**src/plc_pkg.sv**
```systemverilog
// Shared constants and types for the piecewise-linear calibration unit.
// Used by the top level and by its port checker; depends on nothing else.
package plc_pkg;

    localparam int MAX_POINTS = 16;
    localparam int PTR_W      = (MAX_POINTS > 1) ? $clog2(MAX_POINTS) : 1;
    localparam int CNT_W      = $clog2(MAX_POINTS + 1);
    localparam int ADDR_W     = PTR_W + 1;
    localparam int MEM_DEPTH  = 2 << PTR_W;

    localparam int CFG_W      = 5;
    localparam int VAL_W      = 16;
    localparam int PROD_W     = 2 * VAL_W;
    localparam int DIV_BITS   = 2;
    localparam int DIV_ITER   = PROD_W / DIV_BITS;
    localparam int DIV_CNT_W  = $clog2(DIV_ITER);

    localparam int S_TDATA_W  = 72;
    localparam int S_TUSER_W  = 3;
    localparam int M_TDATA_W  = 16;
    localparam int M_TUSER_W  = 3;
    localparam int PADDR_W    = 3;
    localparam int PDATA_W    = 32;

    localparam logic REG_AC_POINTS = 1'b0;
    localparam logic REG_DC_POINTS = 1'b1;

    localparam logic [1:0] ACT_WRITE   = 2'd0;
    localparam logic [1:0] ACT_TO_DAC  = 2'd1;
    localparam logic [1:0] ACT_TO_VOLT = 2'd2;
    localparam logic [1:0] ACT_NONE    = 2'd3;

    localparam logic [2:0] ST_OK        = 3'd0;
    localparam logic [2:0] ST_WRITTEN   = 3'd1;
    localparam logic [2:0] ST_ZERO_DIV  = 3'd2;
    localparam logic [2:0] ST_SATURATED = 3'd3;
    localparam logic [2:0] ST_FEW       = 3'd4;

    typedef struct packed {
        logic [VAL_W-1:0] adc;
        logic [VAL_W-1:0] dac;
        logic [VAL_W-1:0] volt;
    } cal_point_t;

endpackage

```
**src/piecewise_linear_calibration_unit.sv**
```systemverilog
// Piecewise-linear calibration unit: point table, serial segment search,
// shared multiplier and two-bit-per-cycle divider. Depends on plc_pkg.
//
//  Channel  Direction  Ports                     Contents
//  s_       in         s_tvalid/s_tready         point write or conversion request
//  m_       out        m_tvalid/m_tready         converted value and status
//  APB      in/out     psel..pready              points-in-use registers
//
// A write, an action-3 request or a short-table query goes straight to done; a zero
// divisor ends in the search, and a full conversion passes through the search, multiply,
// divide and finish states. The search reads 1 to MAX_POINTS entries, one per cycle, and
// the divider retires two quotient bits per cycle. One request is in work at a time.
// A new request is taken while a finished result still waits on m_tready.
// Reset clears the control state and both registers; the table is not cleared.
module piecewise_linear_calibration_unit (
    input  logic                            aclk,
    input  logic                            aresetn,
    input  logic                            s_tvalid,
    output logic                            s_tready,
    // point_index, point_voltage, point_dac_code, point_adc_code, query_value
    input  logic [plc_pkg::S_TDATA_W-1:0]   s_tdata,
    // action, bank
    input  logic [plc_pkg::S_TUSER_W-1:0]   s_tuser,
    output logic                            m_tvalid,
    input  logic                            m_tready,
    // converted_value
    output logic [plc_pkg::M_TDATA_W-1:0]   m_tdata,
    // status
    output logic [plc_pkg::M_TUSER_W-1:0]   m_tuser,
    input  logic                            psel,
    input  logic                            penable,
    input  logic                            pwrite,
    input  logic [plc_pkg::PADDR_W-1:0]     paddr,
    input  logic [plc_pkg::PDATA_W-1:0]     pwdata,
    output logic [plc_pkg::PDATA_W-1:0]     prdata,
    output logic                            pready
);
    import plc_pkg::*;

    localparam logic [2:0] S_IDLE   = 3'd0;
    localparam logic [2:0] S_SEARCH = 3'd1;
    localparam logic [2:0] S_MUL    = 3'd2;
    localparam logic [2:0] S_DIV    = 3'd3;
    localparam logic [2:0] S_FIN    = 3'd4;
    localparam logic [2:0] S_DONE   = 3'd5;

    cal_point_t             mem [MEM_DEPTH];

    logic [2:0]             state_reg, state_next;
    logic [CFG_W-1:0]       ac_points_reg, dc_points_reg;
    logic                   adc_in_reg, adc_in_next;
    logic                   bank_reg, bank_next;
    logic [VAL_W-1:0]       x_reg, x_next;
    logic [PTR_W-1:0]       i_reg, i_next;
    logic [PTR_W-1:0]       last_reg, last_next;
    logic [VAL_W-1:0]       lo_key_reg, lo_key_next;
    logic [VAL_W-1:0]       lo_res_reg, lo_res_next;
    logic [VAL_W-1:0]       mul_a_reg, mul_a_next;
    logic [VAL_W-1:0]       mul_b_reg, mul_b_next;
    logic                   neg_reg, neg_next;
    logic [VAL_W-1:0]       base_reg, base_next;
    logic [VAL_W-1:0]       div_reg, div_next;
    logic [PROD_W-1:0]      quot_reg, quot_next;
    logic [VAL_W-1:0]       rem_reg, rem_next;
    logic [DIV_CNT_W-1:0]   cnt_reg, cnt_next;
    logic [VAL_W-1:0]       val_reg, val_next;
    logic [2:0]             stat_reg, stat_next;
    logic                   m_tvalid_reg, m_tvalid_next;
    logic [M_TDATA_W-1:0]   m_tdata_reg, m_tdata_next;
    logic [M_TUSER_W-1:0]   m_tuser_reg, m_tuser_next;
    cal_point_t             rd_data_reg;

    logic                   s_accept;
    logic [1:0]             in_action;
    logic                   in_bank;
    logic [3:0]             in_index;
    cal_point_t             in_point;
    logic [VAL_W-1:0]       in_query;
    logic                   mem_we;
    logic [ADDR_W-1:0]      wr_addr;
    logic [ADDR_W-1:0]      rd_addr;
    logic [CNT_W-1:0]       n_points;
    logic [VAL_W-1:0]       rd_key;
    logic [VAL_W-1:0]       rd_res;
    logic [VAL_W-1:0]       div_rem;
    logic [PROD_W-1:0]      div_quot;
    logic signed [PROD_W+1:0] fin_q;
    logic signed [PROD_W+1:0] fin_sum;

    function automatic logic [CNT_W-1:0] sat_points(input logic [CFG_W-1:0] v);
        if (int'(v) > MAX_POINTS) begin
            return CNT_W'(MAX_POINTS);
        end
        return CNT_W'(v);
    endfunction

    assign in_action      = s_tuser[1:0];
    assign in_bank        = s_tuser[2];
    assign in_index       = s_tdata[3:0];
    assign in_point.volt  = s_tdata[19:4];
    assign in_point.dac   = s_tdata[35:20];
    assign in_point.adc   = s_tdata[51:36];
    assign in_query       = s_tdata[67:52];

    assign s_tready = (state_reg == S_IDLE);
    assign s_accept = s_tvalid && s_tready;
    assign m_tvalid = m_tvalid_reg;
    assign m_tdata  = m_tdata_reg;
    assign m_tuser  = m_tuser_reg;

    assign pready = 1'b1;
    assign prdata = (paddr[2] == REG_DC_POINTS) ? PDATA_W'(dc_points_reg)
                                                : PDATA_W'(ac_points_reg);

    assign n_points = in_bank ? sat_points(dc_points_reg) : sat_points(ac_points_reg);
    assign wr_addr  = {in_bank, PTR_W'(in_index)};
    assign mem_we   = s_accept && (in_action == ACT_WRITE) && (int'(in_index) < MAX_POINTS);
    assign rd_addr  = (state_reg == S_IDLE) ? {in_bank, PTR_W'(0)}
                                            : {bank_reg, i_reg + PTR_W'(1)};
    assign rd_key   = adc_in_reg ? rd_data_reg.adc  : rd_data_reg.volt;
    assign rd_res   = adc_in_reg ? rd_data_reg.volt : rd_data_reg.dac;

    always_ff @(posedge aclk) begin
        if (mem_we) begin
            mem[wr_addr] <= in_point;
        end
        rd_data_reg <= mem[rd_addr];
    end

    always_comb begin
        logic [VAL_W:0] r17;
        r17      = '0;
        div_rem  = rem_reg;
        div_quot = quot_reg;
        for (int k = 0; k < DIV_BITS; k++) begin
            r17      = {div_rem, div_quot[PROD_W-1]};
            div_quot = {div_quot[PROD_W-2:0], 1'b0};
            if (r17 >= {1'b0, div_reg}) begin
                div_rem     = VAL_W'(r17 - {1'b0, div_reg});
                div_quot[0] = 1'b1;
            end else begin
                div_rem = r17[VAL_W-1:0];
            end
        end
    end

    assign fin_q   = neg_reg ? -$signed({2'b00, quot_reg}) : $signed({2'b00, quot_reg});
    assign fin_sum = $signed({(PROD_W + 2 - VAL_W)'(0), base_reg}) + fin_q;

    always_comb begin
        state_next    = state_reg;
        adc_in_next   = adc_in_reg;
        bank_next     = bank_reg;
        x_next        = x_reg;
        i_next        = i_reg;
        last_next     = last_reg;
        lo_key_next   = lo_key_reg;
        lo_res_next   = lo_res_reg;
        mul_a_next    = mul_a_reg;
        mul_b_next    = mul_b_reg;
        neg_next      = neg_reg;
        base_next     = base_reg;
        div_next      = div_reg;
        quot_next     = quot_reg;
        rem_next      = rem_reg;
        cnt_next      = cnt_reg;
        val_next      = val_reg;
        stat_next     = stat_reg;
        m_tvalid_next = m_tvalid_reg && !m_tready;
        m_tdata_next  = m_tdata_reg;
        m_tuser_next  = m_tuser_reg;

        unique case (state_reg)
            S_IDLE: begin
                if (s_accept) begin
                    adc_in_next = (in_action == ACT_TO_VOLT);
                    bank_next   = in_bank;
                    x_next      = in_query;
                    i_next      = '0;
                    last_next   = PTR_W'(n_points - CNT_W'(1));
                    val_next    = '0;
                    unique case (in_action)
                        ACT_WRITE: begin
                            stat_next  = ST_WRITTEN;
                            state_next = S_DONE;
                        end
                        ACT_TO_DAC, ACT_TO_VOLT: begin
                            if (n_points < CNT_W'(2)) begin
                                stat_next  = ST_FEW;
                                state_next = S_DONE;
                            end else begin
                                state_next = S_SEARCH;
                            end
                        end
                        ACT_NONE: begin
                            stat_next  = ST_OK;
                            state_next = S_DONE;
                        end
                        default: begin
                            stat_next  = ST_OK;
                            state_next = S_DONE;
                        end
                    endcase
                end
            end
            S_SEARCH: begin
                if (i_reg == '0) begin
                    if (x_reg <= rd_key) begin
                        if (rd_key == '0) begin
                            val_next   = '0;
                            stat_next  = ST_ZERO_DIV;
                            state_next = S_DONE;
                        end else begin
                            mul_a_next = rd_res;
                            mul_b_next = x_reg;
                            neg_next   = 1'b0;
                            base_next  = '0;
                            div_next   = rd_key;
                            state_next = S_MUL;
                        end
                    end else begin
                        lo_key_next = rd_key;
                        lo_res_next = rd_res;
                        i_next      = i_reg + PTR_W'(1);
                    end
                end else if ((x_reg < rd_key) || (i_reg == last_reg)) begin
                    if (rd_key == lo_key_reg) begin
                        val_next   = '0;
                        stat_next  = ST_ZERO_DIV;
                        state_next = S_DONE;
                    end else begin
                        mul_a_next = (rd_res >= lo_res_reg) ? rd_res - lo_res_reg
                                                            : lo_res_reg - rd_res;
                        mul_b_next = x_reg - lo_key_reg;
                        div_next   = (rd_key >= lo_key_reg) ? rd_key - lo_key_reg
                                                            : lo_key_reg - rd_key;
                        neg_next   = (rd_res < lo_res_reg) ^ (rd_key < lo_key_reg);
                        base_next  = lo_res_reg;
                        state_next = S_MUL;
                    end
                end else begin
                    lo_key_next = rd_key;
                    lo_res_next = rd_res;
                    i_next      = i_reg + PTR_W'(1);
                end
            end
            S_MUL: begin
                quot_next  = mul_a_reg * mul_b_reg;
                rem_next   = '0;
                cnt_next   = '0;
                state_next = S_DIV;
            end
            S_DIV: begin
                quot_next = div_quot;
                rem_next  = div_rem;
                cnt_next  = cnt_reg + DIV_CNT_W'(1);
                if (cnt_reg == DIV_CNT_W'(DIV_ITER - 1)) begin
                    state_next = S_FIN;
                end
            end
            S_FIN: begin
                if (fin_sum < 0) begin
                    val_next  = '0;
                    stat_next = ST_SATURATED;
                end else if (fin_sum > $signed((PROD_W + 2)'(2 ** VAL_W - 1))) begin
                    val_next  = '1;
                    stat_next = ST_SATURATED;
                end else begin
                    val_next  = fin_sum[VAL_W-1:0];
                    stat_next = ST_OK;
                end
                state_next = S_DONE;
            end
            S_DONE: begin
                if (!m_tvalid_reg || m_tready) begin
                    m_tvalid_next = 1'b1;
                    m_tdata_next  = val_reg;
                    m_tuser_next  = stat_reg;
                    state_next    = S_IDLE;
                end
            end
            default: begin
                state_next = S_IDLE;
            end
        endcase
    end

    always_ff @(posedge aclk) begin
        if (!aresetn) begin
            state_reg     <= S_IDLE;
            m_tvalid_reg  <= 1'b0;
            ac_points_reg <= '0;
            dc_points_reg <= '0;
        end else begin
            state_reg    <= state_next;
            m_tvalid_reg <= m_tvalid_next;
            if (psel && penable && pwrite && pready) begin
                unique case (paddr[2])
                    REG_AC_POINTS: ac_points_reg <= pwdata[CFG_W-1:0];
                    REG_DC_POINTS: dc_points_reg <= pwdata[CFG_W-1:0];
                    default:       ac_points_reg <= ac_points_reg;
                endcase
            end
        end
    end

    always_ff @(posedge aclk) begin
        adc_in_reg  <= adc_in_next;
        bank_reg    <= bank_next;
        x_reg       <= x_next;
        i_reg       <= i_next;
        last_reg    <= last_next;
        lo_key_reg  <= lo_key_next;
        lo_res_reg  <= lo_res_next;
        mul_a_reg   <= mul_a_next;
        mul_b_reg   <= mul_b_next;
        neg_reg     <= neg_next;
        base_reg    <= base_next;
        div_reg     <= div_next;
        quot_reg    <= quot_next;
        rem_reg     <= rem_next;
        cnt_reg     <= cnt_next;
        val_reg     <= val_next;
        stat_reg    <= stat_next;
        m_tdata_reg <= m_tdata_next;
        m_tuser_reg <= m_tuser_next;
    end

endmodule

```
**config.mk**
```make
export PLATFORM = sky130hd
export DESIGN_NAME = piecewise_linear_calibration_unit
export DESIGN_NICKNAME = d
export VERILOG_FILES = /design/src/plc_pkg.sv /design/src/piecewise_linear_calibration_unit.sv
export SDC_FILE = /design/constraint.sdc
export NUM_CORES = 2
export LEC_CHECK = 0
export ABC_AREA = 1
export BUFFER_PORTS_ARGS = -buffer_cell sky130_fd_sc_hd__buf_2
export CAP_MARGIN = 10
export CELL_PAD_IN_SITES_DETAIL_PLACEMENT = 1
export CELL_PAD_IN_SITES_GLOBAL_PLACEMENT = 1
export CORE_MARGIN = 10
export CORE_UTILIZATION = 51
export DETAILED_ROUTE_END_ITERATION = 6
export PLACE_DENSITY_LB_ADDON = 0.1
export SKIP_CTS_REPAIR_TIMING = 1
export SLEW_MARGIN = 10
export SYNTH_ARGS = -nofsm -noshare
export SYNTH_HDL_FRONTEND = slang
export SYNTH_SLANG_ARGS = --single-unit
```
**constraint.sdc**
```tcl
create_clock -name aclk -period 9.2 [get_ports aclk]
set_clock_uncertainty 0.05 [all_clocks]
set_input_delay 0 -clock aclk [delete_from_list [all_inputs] [get_ports aclk]]
set_output_delay 0 -clock aclk [all_outputs]
set_load 0.005 [all_outputs]
```
==> flow_metrics.env <==
export IMPL_path_common_cell="fa_1"
export IMPL_finalCritPeriodShare_pct=72.7
export IMPL_cpPeakStageDelay_ps=870
export IMPL_status="finished, final reports clean"
export IMPL_largest_reg_flops=1536
export IMPL_ys_async_sr_fraction_pct=0
export IMPL_rr_endpoint="quot_reg[24]"
export IMPL_fin_cells=10200
export IMPL_drtIter0Drc=6249
export IMPL_fmax_mhz=150
export IMPL_rsz0062_at_grt="false"
export IMPL_setup_violations_final=0
export IMPL_synth_edf_count=1749
export IMPL_required_ps=9700
export IMPL_viasPerCell=6.12
export IMPL_cap_viol_max_count=0
export IMPL_slew_headroom_pct=14.2
export IMPL_cts_tree="built"
export IMPL_clk_pin_slew_ps=60
export IMPL_path_cells="nand2_1 -> fa_1 -> fa_1 -> fa_1 -> inv_1 -> fa_1 -> fa_1 -> inv_1 -> fa_1 -> inv_1 -> ha_1 -> a21oi_1 -> o21ai_0 -> a21oi_1 -> o21ai_0 -> a21oi_1 -> o21bai_1 -> or2_2 -> nand3_1 -> o21ai_0"
export IMPL_cts_buffers=185
export IMPL_initial_core_util_pct=51.5
export IMPL_die_w_um=434
export IMPL_die_h_um=434
export IMPL_cts_sinks=1811
export IMPL_synthFlopType="edfxtp_1"
export IMPL_fill_cells=17500
export IMPL_crit_type="flop to flop"
export IMPL_dr_pass1_iters=6
export IMPL_ys_warn_count=0
export IMPL_r2r_cells=20
export IMPL_seq_area_frac_synth_pct=61.5
export IMPL_grt_pass1_vias=64800
export IMPL_hp_class="primary input to flop"
export IMPL_wl_per_cell_um=27.8
export IMPL_cp_end_kind="flop"
export IMPL_grt_total_usage_pct=29.4
export IMPL_root_buffer="clkbuf_16"
export IMPL_fin_hold_ws_ps=25.0
export IMPL_gp_congestion=0.878
export IMPL_via_count=62600
export IMPL_drive_gt1_share_pct=7.55
export IMPL_r2r_slack_ps=2510
export IMPL_dp_hpwl_mm=167
export IMPL_worst_pin_slew_ps=1280
export IMPL_hold_viol=0
export IMPL_postSynthCellCount=7783
export IMPL_grt_max_degree=211
export IMPL_critPathMaxFanout=16
export IMPL_crit_slowest_cell="edfxtp_1"
export IMPL_grt_ovfl_total=0
export IMPL_post_route_drc_count=0
export IMPL_critPathArrivalTime_ps=7180
export IMPL_die_area_um2=188000
export IMPL_min_delay_start="pwdata[1]"
export IMPL_synth_cell_area_um2=87400
export IMPL_setup_ws_ps=2510
export IMPL_holdPathEnd="ac_points_reg[1]"
export IMPL_r2r_start="mul_a_reg[12]"
export IMPL_portBuffers=109
export IMPL_ios=171
export IMPL_grt_pass1_wl_mm=414
export IMPL_drt_total_wl_mm=284
export IMPL_syn2layout_area_growth_pct=11.3
export IMPL_cp_start_kind="flop"
export IMPL_synth_avg_cell_area_um2=11.2
export IMPL_clock_latency_ps=850
export IMPL_finalCriticalPeriod_ps=6690
export IMPL_synth_cell_types=57
export IMPL_pre_cts_ws_ps=2560
export IMPL_htreeDepth=4
export IMPL_core_area_um2=170000
export IMPL_slew_viol_final=0
export IMPL_rows=151
export IMPL_dpl_cell_count=9769
export IMPL_max_clock_path_buffers=3
export IMPL_tns_ps=0
export IMPL_synth_seq_cells=1811
export IMPL_nNetsFinal=8417
export IMPL_whs_path_depth=4
export IMPL_detail_route_antenna_nets=0
export IMPL_grt_antenna_before_repair=14
-- cells in the final DEF (no fill, tap or decap), drive strengths merged, types with 26 or more instances in the layout --
cell         synthesis  layout
clkinv               5      75
a31oi               71      71
a221oi              44      44
inv                681     690
clkbuf             358     257
o22ai              188     188
nand4               38      38
fa                 202     202
nor3                26      26
nand3              216     216
o21bai             126     126
ha                 252     252
xor2                65      65
xnor2               56      56
conb                 2      28
o311ai             119     119
dlygate4sd3          0     108
edfxtp            1749    1749
o21ai              466     466
a21oi              330     330
o32ai              118     118
o211ai             111     111
nor2               893     893
buf                115     215
nand2             1397    1397
dfxtp               62      62
-- through the flow --
stage	cell area [um2]	util (%)
after floorplan	87500	-
after global placement	90200	53.1
after detailed placement	90200	53.1
after CTS	96100	56.6
after global routing	97200	57.3
final	97300	57.3
-- worst max path at each step --
stage	from	endpoint	slack, ps
after floorplan	adc_in_reg	base_reg[0]	1920
after global placement	mul_a_reg[12]	quot_reg[24]	2610
after detailed placement	mul_a_reg[12]	quot_reg[24]	2560
after CTS	mul_a_reg[12]	quot_reg[24]	2550
after global routing	mul_a_reg[12]	quot_reg[26]	2030
final	mul_a_reg[12]	quot_reg[24]	2510
-- cell type report --
| cell class | count | area, um2 | share of cell area (%) |
|---|---|---|---|
| multi-input combinational | 4839 | 29500 | 30.4 |
| clock inverter | 94 | 945 | 0.971 |
| timing repair buffer | 323 | 2560 | 2.63 |
| sequential | 1811 | 53800 | 55.3 |
| clock buffer | 257 | 5050 | 5.19 |
| inverter | 686 | 2600 | 2.67 |
| tap | 2218 | 2780 | 2.85 |
| antenna | 9 | 22.5 | 0.0232 |
-- cell usage after synthesis (26+ instances only) --
cell,instances,share of area [%]
ha_1,252,3.6
a21oi_1,319,1.8
buf_4,31,0.27
a221oi_1,44,0.44
edfxtp_1,1749,60
o211ai_1,111,0.95
o21bai_1,126,1.1
fa_1,202,4.6
o32ai_1,118,1.2
xor2_1,65,0.65
nand3_1,207,1.2
nor3_1,26,0.15
o22ai_1,187,1.3
inv_1,674,2.9
clkbuf_1,358,1.5
buf_2,38,0.22
nand2_1,1381,5.9
xnor2_1,56,0.56
o21ai_0,456,2.6
buf_1,45,0.19
a31oi_1,71,0.51
nor2_1,874,3.8
o311ai_0,119,1.2
nand4_1,38,0.27
dfxtp_1,62,1.4
-- layer usage --
| metal | global-route usage, % | wire (um) | vias up |
|---|---|---|---|
| met5 | 0 | 57 | - |
| met4 | 14.3 | 14900 | 8 |
| met1 | 36.5 | 110000 | 32100 |
| met2 | 51.0 | 142000 | 2328 |
| met3 | 3.35 | 17000 | 627 |
| li1 | - | - | 27500 |
-- worst max-delay path: cells and delay by family (launching register included) --
kind / cells / cell delay [ps]
buf+inv: 3 / 160
compound gates: 7 / 1360
simple gates: 3 / 530
fa+ha+maj: 7 / 3460
flops: 1 / 870
-- cell families after synthesis --
logic type,Yosys count,share of synthesized area [%]
multiplexers,13,0.150
AND/OR/NAND/NOR,2599,11.9
AO/OA/AOI/OAI,1624,11.8
other,2,0.00859
flip-flops,1811,61.5
XOR/XNOR,121,1.21
buffers and inverters,1159,5.18
adder cells (fa/ha/maj),454,8.23
Power is not shown: default switching activity piles up to over one toggle a cycle in this logic, so the estimate is an artifact.
